==> src/rtl/lwdf_ram.sv <==
`timescale 1ns / 1ps
module lwdf_ram #(
  parameter int DEPTH = 32,
  parameter int WIDTH = 24
) (
  input  logic                     clk,
  input  logic                     we,
  input  logic [$clog2(DEPTH)-1:0] waddr,
  input  logic [WIDTH-1:0]         wdata,
  input  logic [$clog2(DEPTH)-1:0] raddr,
  output logic [WIDTH-1:0]         rdata
);

  logic [WIDTH-1:0] mem [DEPTH];

  always_ff @(posedge clk) begin
    if (we) begin
      mem[waddr] <= wdata;
    end
    rdata <= mem[raddr];
  end

endmodule

==> config.mk <==
export PLATFORM = sky130hd
export DESIGN_NAME = lwdf_ram
export DESIGN_NICKNAME = d
export VERILOG_FILES = /design/src/rtl/lwdf_ram.sv
export SDC_FILE = /design/constraint.sdc
export NUM_CORES = 1
export LEC_CHECK = 0
export BUFFER_PORTS_ARGS = -buffer_cell sky130_fd_sc_hd__buf_2
export CAP_MARGIN = 20
export CORE_ASPECT_RATIO = 0.7
export CORE_MARGIN = 1.5
export CORE_UTILIZATION = 30
export DETAILED_ROUTE_END_ITERATION = 10
export GPL_TIMING_DRIVEN = 0
export PLACE_DENSITY = 0.48
export SLEW_MARGIN = 20
export SYNTH_ARGS = -nofsm -noshare
export SYNTH_HDL_FRONTEND = slang
export SYNTH_SLANG_ARGS = --single-unit
==> constraint.sdc <==
create_clock -name clk -period 3.6 [get_ports clk]
set_input_delay 0.54 -clock clk [delete_from_list [all_inputs] [get_ports clk]]
set_output_delay 0.54 -clock clk [all_outputs]
set_load 0.03 [all_outputs]
==> metrics.md <==
| Metric | Value |
|---|---|
| Status | `completed` |
| Cts bufs inserted | `between 70 and 80` |
| Synthesized area | `roughly 30,000 µm²` |
| RSZ-0062 raised after global routing | `false` |
| Adder-Cell Fraction of Synth Area | `0` |
| Slew at the pin closest to its max-slew limit | `roughly 1.1 ns` |
| Worst hold slack | `roughly 0.43 ns` |
| Root Driver | `clkbuf_16` |
| Vert. Die Dim | `270 µm` |
| Slew HR | `0.258` |
| Syn nets | `roughly 1,700` |
| TritonCTS clock tree | `yes` |
| Yosys cell types | `24` |
| Post-synthesis simple-gate area fraction | `0.0329` |
| Vias in the first global route | `16,000` |
| Placer congestion estimate | `roughly 0.76` |
| Synth area leader | `edfxtp_1` |
| Placed Area | `around 33,000 µm²` |
| 1st-iter DRT viols | `about 1,400` |
| Cell Pwr Density | `539 nW/µm²` |
| Commonest non-fill, non-tap cell in the layout | `edfxtp_1` |
| Avg Inst Size Synth | `17.8 µm²` |
| Post-synthesis instance total | `1,711` |
| Hold path cells | `1` |
| Sequential area share after synthesis | `0.772` |
| P&R area growth vs syn | `17.6%` |
| Site Rows | `between 90 and 100` |
| Tot GR Track Use | `0.156` |
| Antenna Nets Post-Route | `0` |
| # DRC | `0` |
| Synth Area in Compound Gates | `0.0483` |
| Final hold viol count | `0` |
| Xor/xnor share of the synthesized area | `0` |
| Reg2reg start | `mem[4][15]` |
| Max Clock Freq | `between 400 and 500 MHz` |
| Flops & latches, synth | `792` |
| Setup TNS | `0 ns` |
| Reg-to-reg endpoint | `rdata[15]` |
| Hold path endpoint | `mem[6][23]` |
| Synth area leaders | `edfxtp_1 76%, mux2i_1 13%, a22oi_1 1.8%, dfxtp_1 1.6%, a22o_1 1.4%` |
| Crit path DAT | `~2.9 ns` |
| Buffers on Ports | `58` |
| Worst Clk Skew | `a little under 0.02 ns` |
| Post-synth top area share | `0.757` |
| Final HPWL DP | `53,800 µm` |
| Fin crit period | `between 2 and 2.5 ns` |
| Top Ports | `60` |
| Hold_sp | `wdata[23]` |
| CP endpoint kind | `flop` |
| Leakage Power | `between 0.01 and 0.015 µW` |
| Max VDD drop | `approximately 0.31 mV` |
| Yosys warnings | `0` |
| Initial antenna violation count | `2` |
| CTS Hold Buffers Added | `0` |
| Die area | `104,000 µm²` |
| Die width | `384 µm` |
| Most frequent cells in the layout | `768 x edfxtp_1, 384 x mux2i_1, 87 x buf_2, 79 x clkbuf_16` |
| DR vias | `about 16,000` |
| Max-Cap Viols | `0` |
| # Post-CTS Setup Buffers | `0` |
| Final period util | `0.662` |
| H-tree Lvls | `3` |
| Max Slew Vio Count | `0` |
| Nets | `~1,900` |
| DR pass1 iterations | `5` |
| Type of the worst min-delay path | `in2reg` |
| CTS sink cnt | `792` |
| R2R Setup Slk | `about 2.0 ns` |
| Final WL | `roughly 81,000 µm` |
| Worst-path clk slew | `roughly 0.060 ns` |
| R2R depth | `5` |
| Final Total Pwr | `just under 20,000 µW` |
| Clock latency at the later pin of the worst-skew pair | `0.64 ns` |
| Bufs on Longest Clock Path | `3` |
| Global route overflow | `0` |
| Worst setup path class | `in2reg` |
| First-pass GRT wire length | `around 110,000 µm` |
| N_diodes | `0` |
| Core Box Area | `approximately 100,000 µm²` |
| Largest family of logic cells by synthesized area | `multiplexers` |
| Multiplexer share of the synthesized area | `0.126` |
| Initial Util | `0.304` |
| DR vias/cell | `between 4 and 5` |
| Layout cells sized above 1 | `0.151` |
| Largest net degree at the start of global routing | `33` |
| CP required | `4.07 ns` |
| Post-DR wirelength/cell | `24.6 µm` |
| Setup violations, final | `0` |
| Final cell area excluding filler cells | `35,900 µm²` |
| PostCTS Resize Cnt | `0` |
| CP max FO | `10` |
| Crit start category | `primary input` |
## sequential cells by signal (all words and copies together), names as in the netlist
register and flops:
mem 768, rdata 24
## logic make-up after synthesis
kind of cell / Yosys count
simple gates: 221
buf+inv: 98
flops: 792
compound gates: 216
mux: 384
## through the flow
stage / util / setup WS (ns) / instances
6_report: 0.357 / 1.22 / 3273
5_1_grt: 0.357 / 1.19 / 3273
4_1_cts: 0.357 / 1.32 / 3273
3_5_place_dp: 0.333 / 0.620 / 3137
3_3_place_gp: 0.323 / -0.831 / 3105
2_1_floorplan: - / 0.973 / 1711
## per-layer routing
layer  GRT usage  wire (µm)  up-vias
li1            -          -     7125
met1       0.242      40300     8154
met2       0.213      33100      473
met3      0.0377       5540      103
met4      0.0408       1660        4
met5           0         23        -
## power by group
group	switching, µW	internal (µW)
Sequential	30.7	10200
Combinational	803	344
Clock	3370	4540
## area by class of cell
class	instances	area, µm²
Fill cell	9344	64500
Timing Repair Buffer	90	1040
Buffer	98	623
Multi-Input combinational cell	821	6560
Sequential cell	792	23500
Clock inverter	28	253
Clock buffer	108	2170
Tap cell	1336	1670
## critical path, stage by stage
cell and delay (ns):
buf_2 0.12, nor2_1 0.54, clkbuf_1 0.66, a22o_1 0.26
nor3_1 0.09, a31oi_1 0.47, nand3_1 0.17
## cells in the mapped netlist
cell	number
nand3_1	74
mux2i_1	384
a22o_1	48
buf_6	22
nor2b_1	2
a22oi_1	72
or2_1	1
nor3_1	24
buf_4	13
clkbuf_4	1
buf_2	29
or3b_2	3
a31oi_1	24
nand2_1	74
edfxtp_1	768
nand2b_1	2
and2_1	1
dfxtp_1	24
nand3b_1	5
nor2_1	34
a21oi_1	72
clkbuf_1	29
buf_1	4
or3_1	1
## worst max path at each step
stage | slack (ns) | cells after the start | from | end
floorplan | 0.97 | 3 | waddr[1] | mem[12][0]
global placement | -0.83 | 4 | waddr[1] | mem[8][7]
CTS | 1.32 | 7 | raddr[1] | rdata[15]
global route | 1.19 | 7 | raddr[1] | rdata[10]
finish | 1.22 | 7 | raddr[1] | rdata[10]
detailed placement | 0.62 | 7 | raddr[1] | rdata[15]
No activity file was read; power rests on OpenSTA's default activity.
