**src/rtl/lwdf_pkg.sv**
```systemverilog
`timescale 1ns / 1ps
package lwdf_pkg;

  localparam int SAMPLE_W_DEF = 24;
  localparam int COEF_W_DEF   = 18;

  localparam int N_STAGE  = 5;
  localparam int N_ADAPT  = 9;
  localparam int N_ALIGN  = 4;
  localparam int N_WEIGHT = 6;

  localparam int AP_DEPTH = 558;
  localparam int BR_DEPTH = 31;
  localparam int HP_DEPTH = 392;

  // alphas in q1.24
  localparam int ALPHA_Q24 [N_ADAPT] = '{
    -3793647, 6670252, 2695713, 824650,
    -1073373, -7097903, 4339813, 1584323, 256339
  };

  // base of each stage's adaptor delay block
  localparam int AP_BASE [N_STAGE] = '{0, 18, 54, 126, 270};
  localparam int HP_BASE [N_ALIGN] = '{0, 120, 232, 328};
  localparam int HP_LEN  [N_ALIGN] = '{120, 112, 96, 64};

  typedef logic [2:0] cfg_idx_t;
  localparam cfg_idx_t REG_WEIGHT_HP1 = 3'd0;
  localparam cfg_idx_t REG_WEIGHT_HP2 = 3'd1;
  localparam cfg_idx_t REG_WEIGHT_HP3 = 3'd2;
  localparam cfg_idx_t REG_WEIGHT_HP4 = 3'd3;
  localparam cfg_idx_t REG_WEIGHT_HP5 = 3'd4;
  localparam cfg_idx_t REG_WEIGHT_LP5 = 3'd5;

  typedef struct packed {
    logic mul_en;
    logic crossed;
  } alu_ctl_t;

  // alpha rounded half up to q1.(cw-1)
  function automatic int alpha_q(input int j, input int cw);
    int s;
    int a;
    s = 25 - cw;
    a = ALPHA_Q24[j];
    if (s == 0) begin
      return a;
    end
    return (a + (1 <<< (s - 1))) >>> s;
  endfunction

endpackage

```
**src/rtl/lwdf_alu.sv**
```systemverilog
`timescale 1ns / 1ps
module lwdf_alu
  import lwdf_pkg::*;
#(
  parameter int SAMPLE_WIDTH = SAMPLE_W_DEF,
  parameter int COEF_WIDTH   = COEF_W_DEF
) (
  input  logic                           clk,
  input  alu_ctl_t                       ctl,
  input  logic signed [COEF_WIDTH-1:0]   mul_a,
  input  logic signed [SAMPLE_WIDTH:0]   mul_b,
  input  logic signed [SAMPLE_WIDTH:0]   ad_d,
  input  logic signed [SAMPLE_WIDTH-1:0] ad_a2,
  output logic signed [COEF_WIDTH+SAMPLE_WIDTH:0] prod_r,
  output logic signed [SAMPLE_WIDTH-1:0] ad_b1,
  output logic signed [SAMPLE_WIDTH-1:0] ad_b2
);

  localparam int PW = COEF_WIDTH + SAMPLE_WIDTH + 1;
  localparam int IW = SAMPLE_WIDTH + 4;
  localparam logic signed [IW-1:0] SMAX = IW'((64'sd1 <<< (SAMPLE_WIDTH - 1)) - 1);
  localparam logic signed [IW-1:0] SMIN = -IW'(64'sd1 <<< (SAMPLE_WIDTH - 1));
  localparam logic signed [PW:0]   HALF = (PW+1)'(64'sd1 <<< (COEF_WIDTH - 2));

  function automatic logic signed [SAMPLE_WIDTH-1:0] sat(input logic signed [IW-1:0] v);
    if (v > SMAX) begin
      return SAMPLE_WIDTH'(SMAX);
    end else if (v < SMIN) begin
      return SAMPLE_WIDTH'(SMIN);
    end
    return SAMPLE_WIDTH'(v);
  endfunction

  logic signed [PW:0]   p_full;
  logic signed [IW-1:0] p_w;
  logic signed [IW-1:0] t_w;
  logic signed [IW-1:0] d_w;

  // the one multiplier, registered
  always_ff @(posedge clk) begin
    if (ctl.mul_en) begin
      prod_r <= PW'(mul_a * mul_b);
    end
  end

  // adaptor outputs from the rounded product
  always_comb begin
    p_full = (PW+1)'(prod_r) + HALF;
    p_w    = IW'(p_full >>> (COEF_WIDTH - 1));
    d_w    = IW'(ad_d);
    t_w    = p_w - IW'(ad_a2);
    if (ctl.crossed) begin
      ad_b1 = sat(t_w);
      ad_b2 = sat(d_w + t_w);
    end else begin
      ad_b2 = sat(t_w);
      ad_b1 = sat(t_w - d_w);
    end
  end

endmodule

```
**config.mk**
```make
export PLATFORM = sky130hd
export DESIGN_NAME = lwdf_alu
export DESIGN_NICKNAME = d
export VERILOG_FILES = /design/src/rtl/lwdf_pkg.sv /design/src/rtl/lwdf_alu.sv
export SDC_FILE = /design/constraint.sdc
export NUM_CORES = 2
export LEC_CHECK = 0
export BUFFER_PORTS_ARGS = -buffer_cell sky130_fd_sc_hd__buf_2
export CORE_UTILIZATION = 37
export DETAILED_ROUTE_END_ITERATION = 7
export GPL_TIMING_DRIVEN = 0
export HOLD_SLACK_MARGIN = 0.08
export PLACE_DENSITY = 0.53
export SLEW_MARGIN = 30
export SYNTH_ARGS = -nofsm -noshare
export SYNTH_HDL_FRONTEND = slang
export SYNTH_SLANG_ARGS = --single-unit
```
**constraint.sdc**
```tcl
create_clock -name clk -period 17.8 [get_ports clk]
set_input_delay 0.89 -clock clk [delete_from_list [all_inputs] [get_ports clk]]
set_output_delay 0.89 -clock clk [all_outputs]
set_load 0.01 [all_outputs]
```
==> load_flow_metrics.sql <==
INSERT INTO impl_metrics (metric_group, metric, value, unit) VALUES
('layout', 'stdcell_area', '25200', 'um^2'),
('drt', 'drt_iter0_drc', '1439', ''),
('setup_path', 'worst-setup-path-type', 'flip-flop to primary output', ''),
('setup_path', 'worstSetupStartpointType', 'flip-flop', ''),
('timing', 'fmax', '101', 'MHz'),
('placement', 'buffer_ports.inserted', '168', ''),
('global_route', 'globalRoute.totalOverflow', '0', ''),
('layout', 'flip_flop_count_of_the_largest_register_after_layout', '43', ''),
('synthesis', 'synth_flop_cell', 'sky130_fd_sc_hd__edfxtp_1', ''),
('synthesis', 'synth_enable_flop_cells', '43', ''),
('setup_path', 'worst_path_dominant_cell_family', 'simple AND/OR/NAND/NOR gates', ''),
('drt', 'drt_drc_violations_left', '0', ''),
('setup_path', 'critical_path.endpoint_type', 'primary output', ''),
('placement', 'weighted_congestion_at_the_end_of_routability_driven_global_placement', '0.938', ''),
('clock_network', 'tritoncts', 'yes', ''),
('floorplanning', 'dieWidth', '252', 'um'),
('clock_network', 'clk_pin_slew_worst_paths', '0.07', 'ns'),
('clock_network', 'cts_hold_buffers', '0', ''),
('timing', 'period_utilization_post_route', '55.5', '%'),
('global_route', 'grt_first_pass_wirelength', '116', 'mm'),
('synthesis', 'synth-seq-cells', '43', ''),
('clock_network', 'cts_resized', '0', ''),
('global_route', 'first_global_vias', '20200', ''),
('layout', 'multiInputGateArea', '19300', 'um^2'),
('clock_network', 'clock_sinks', '43', ''),
('clock_network', 'ctsLongestPathBuffers', '2', ''),
('synthesis', 'post_synth_inst_count', '2702', ''),
('drt', 'num_vias', '19400', ''),
('synthesis', 'post-synth-top-area-cell', 'sky130_fd_sc_hd__fa_1', ''),
('clock_network', 'cts-buffers-inserted', '5', ''),
('timing', 'setup_viol', '0', ''),
('drt', 'via_per_inst', '5.22', ''),
('layout', 'fin_nets', '3605', ''),
('drt', 'final_antenna_net_count', '0', ''),
('clock_network', 'post-cts-setup-buffers', '0', ''),
('timing', 'timing.final.hold_violations', '0', ''),
('drt', 'wl_per_cell', '20.2', 'um'),
('timing', 'relSlewSlack', '33.1', '%'),
('setup_path', 'critPathArrivalTime', '8.98', 'ns'),
('timing', 'number_of_pins_exceeding_their_max_slew_limit_in_the_final_report', '0', ''),
('timing', 'tns', '0', 'ns'),
('synthesis', 'synth.avg_cell_area', '8.56', 'um^2'),
('layout', 'max_flop_register', 'prod_r', ''),
('synthesis', 'synth-warning-count', '0', ''),
('clock_network', 'cts_root_buffer_type', 'sky130_fd_sc_hd__clkbuf_16', ''),
('timing', 'worst-slew-pin-transition', '0.992', 'ns'),
('run', 'cap_viol_max_count', '0', ''),
('setup_path', 'max_stage_delay', '0.89', 'ns'),
('global_route', 'grt_util_all_layers', '23.9', '%'),
('synthesis', 'synth.distinct_cells', '84', ''),
('drt', 'drtPass1Iterations', '5', ''),
('layout', 'ff_latch_area', '1290', 'um^2'),
('layout', 'area_growth', '9.03', '%'),
('min_path', 'worstHoldPathType', 'input pin to flip-flop', ''),
('floorplanning', 'floorplan.die_area', '63500', 'um^2'),
('synthesis', 'post_synth_main_area_contributors', 'sky130_fd_sc_hd__fa_1, sky130_fd_sc_hd__ha_1, sky130_fd_sc_hd__inv_1, sky130_fd_sc_hd__nand2_1, sky130_fd_sc_hd__edfxtp_1', ''),
('timing', 'final_period_minus_worst_setup_slack', '9.87', 'ns'),
('floorplanning', 'fp-row-count', '91', ''),
('clock_network', 'cts_max_level', '2', ''),
('status', 'outcome', 'completed', ''),
('placement', 'dp_hpwl', '64.9', 'mm'),
('synthesis', 'synth_largest_type_area_fraction', '38.4', '%'),
('synthesis', 'synth_common_cells', 'sky130_fd_sc_hd__inv_1, sky130_fd_sc_hd__fa_1, sky130_fd_sc_hd__nand2_1', ''),
('synthesis', 'synth_sequential_area_ratio', '5.58', '%'),
('setup_path', 'cp.required', '16.91', 'ns'),
('setup_path', 'timing.critical_path.slowest_stage_cell', 'sky130_fd_sc_hd__o41ai_2', ''),
('synthesis', 'syn-cell-area', '23100', 'um^2'),
('layout', 'final.fill_count', '6315', ''),
('floorplanning', 'core', '61700', 'um^2'),
('setup_path', 'cp_num_buf_inv', '3', ''),
('layout', 'layout_top_registers', 'prod_r (43)', '');
[metal layers]
metal  share of wire (%)  track usage, %  routed length [um]
met4                 3.3            7.43                2430
met3                 6.2            2.18                4680
met5               0.017               0                  13
met1                  45            33.5               33900
met2                  45            38.8               33900
[cell families after synthesis]
family          synth area share, %
simple gates                   16.9
buf+inv                        10.9
fa+ha+maj                      48.6
compound gates                 13.0
xor+xnor                       4.81
flops                          5.58
mux                           0.227
[cell usage in the layout (no fill, tap or decap), types with 18 or more instances in the layout]
cell,netlist,final
sky130_fd_sc_hd__inv_1,536,536
sky130_fd_sc_hd__fa_1,444,444
sky130_fd_sc_hd__nand2_1,367,367
sky130_fd_sc_hd__ha_1,189,189
sky130_fd_sc_hd__buf_2,16,183
sky130_fd_sc_hd__and2_1,144,144
sky130_fd_sc_hd__a21oi_1,108,108
sky130_fd_sc_hd__nor2_1,106,106
sky130_fd_sc_hd__xnor2_1,105,105
sky130_fd_sc_hd__clkbuf_1,93,93
sky130_fd_sc_hd__o21ai_0,66,66
sky130_fd_sc_hd__nand2b_1,45,45
sky130_fd_sc_hd__edfxtp_1,43,43
sky130_fd_sc_hd__a21o_1,35,35
sky130_fd_sc_hd__nor3_1,29,29
sky130_fd_sc_hd__nand3_1,28,28
sky130_fd_sc_hd__nor2b_1,23,23
sky130_fd_sc_hd__xor2_1,22,22
sky130_fd_sc_hd__a22oi_1,22,22
sky130_fd_sc_hd__o21a_1,18,18
sky130_fd_sc_hd__and3_1,18,18
[stage by stage]
step / hold slack (ns) / util, % / worst slack (ns) / instances
floorplan: 1.00 / - / 10.70 / 2702
global placement: 1.30 / 40.6 / 8.10 / 3707
detailed placement: 1.30 / 40.6 / 8.14 / 3707
CTS: 1.04 / 40.9 / 7.72 / 3715
global route: 1.04 / 40.9 / 7.35 / 3715
finish: 1.03 / 40.9 / 7.93 / 3716
[worst paths after layout]
| kind | cells after the start | to | startpoint | slack (ns) |
|---|---|---|---|---|
| setup / recovery | 28 | ad_b1[5] | prod_r[18] | 7.93 |
| hold / removal | 2 | prod_r[0] | mul_a[0] | 1.03 |
[final cells by class]
cell class / instances / share of cell area [%]
Buffer: 117 / 1.97
Sequential cell: 43 / 5.12
Clock inverter: 3 / 0.283
Multi-Input combinational cell: 2005 / 76.6
Tap cell: 837 / 4.15
Clock buffer: 5 / 0.496
Antenna cell: 1 / 0.00992
Inverter: 537 / 7.99
Timing Repair Buffer: 168 / 3.34
Power is left out: the tool's default activity adds up to more than one toggle a clock period on the data nets, which glitch-free logic cannot reach.
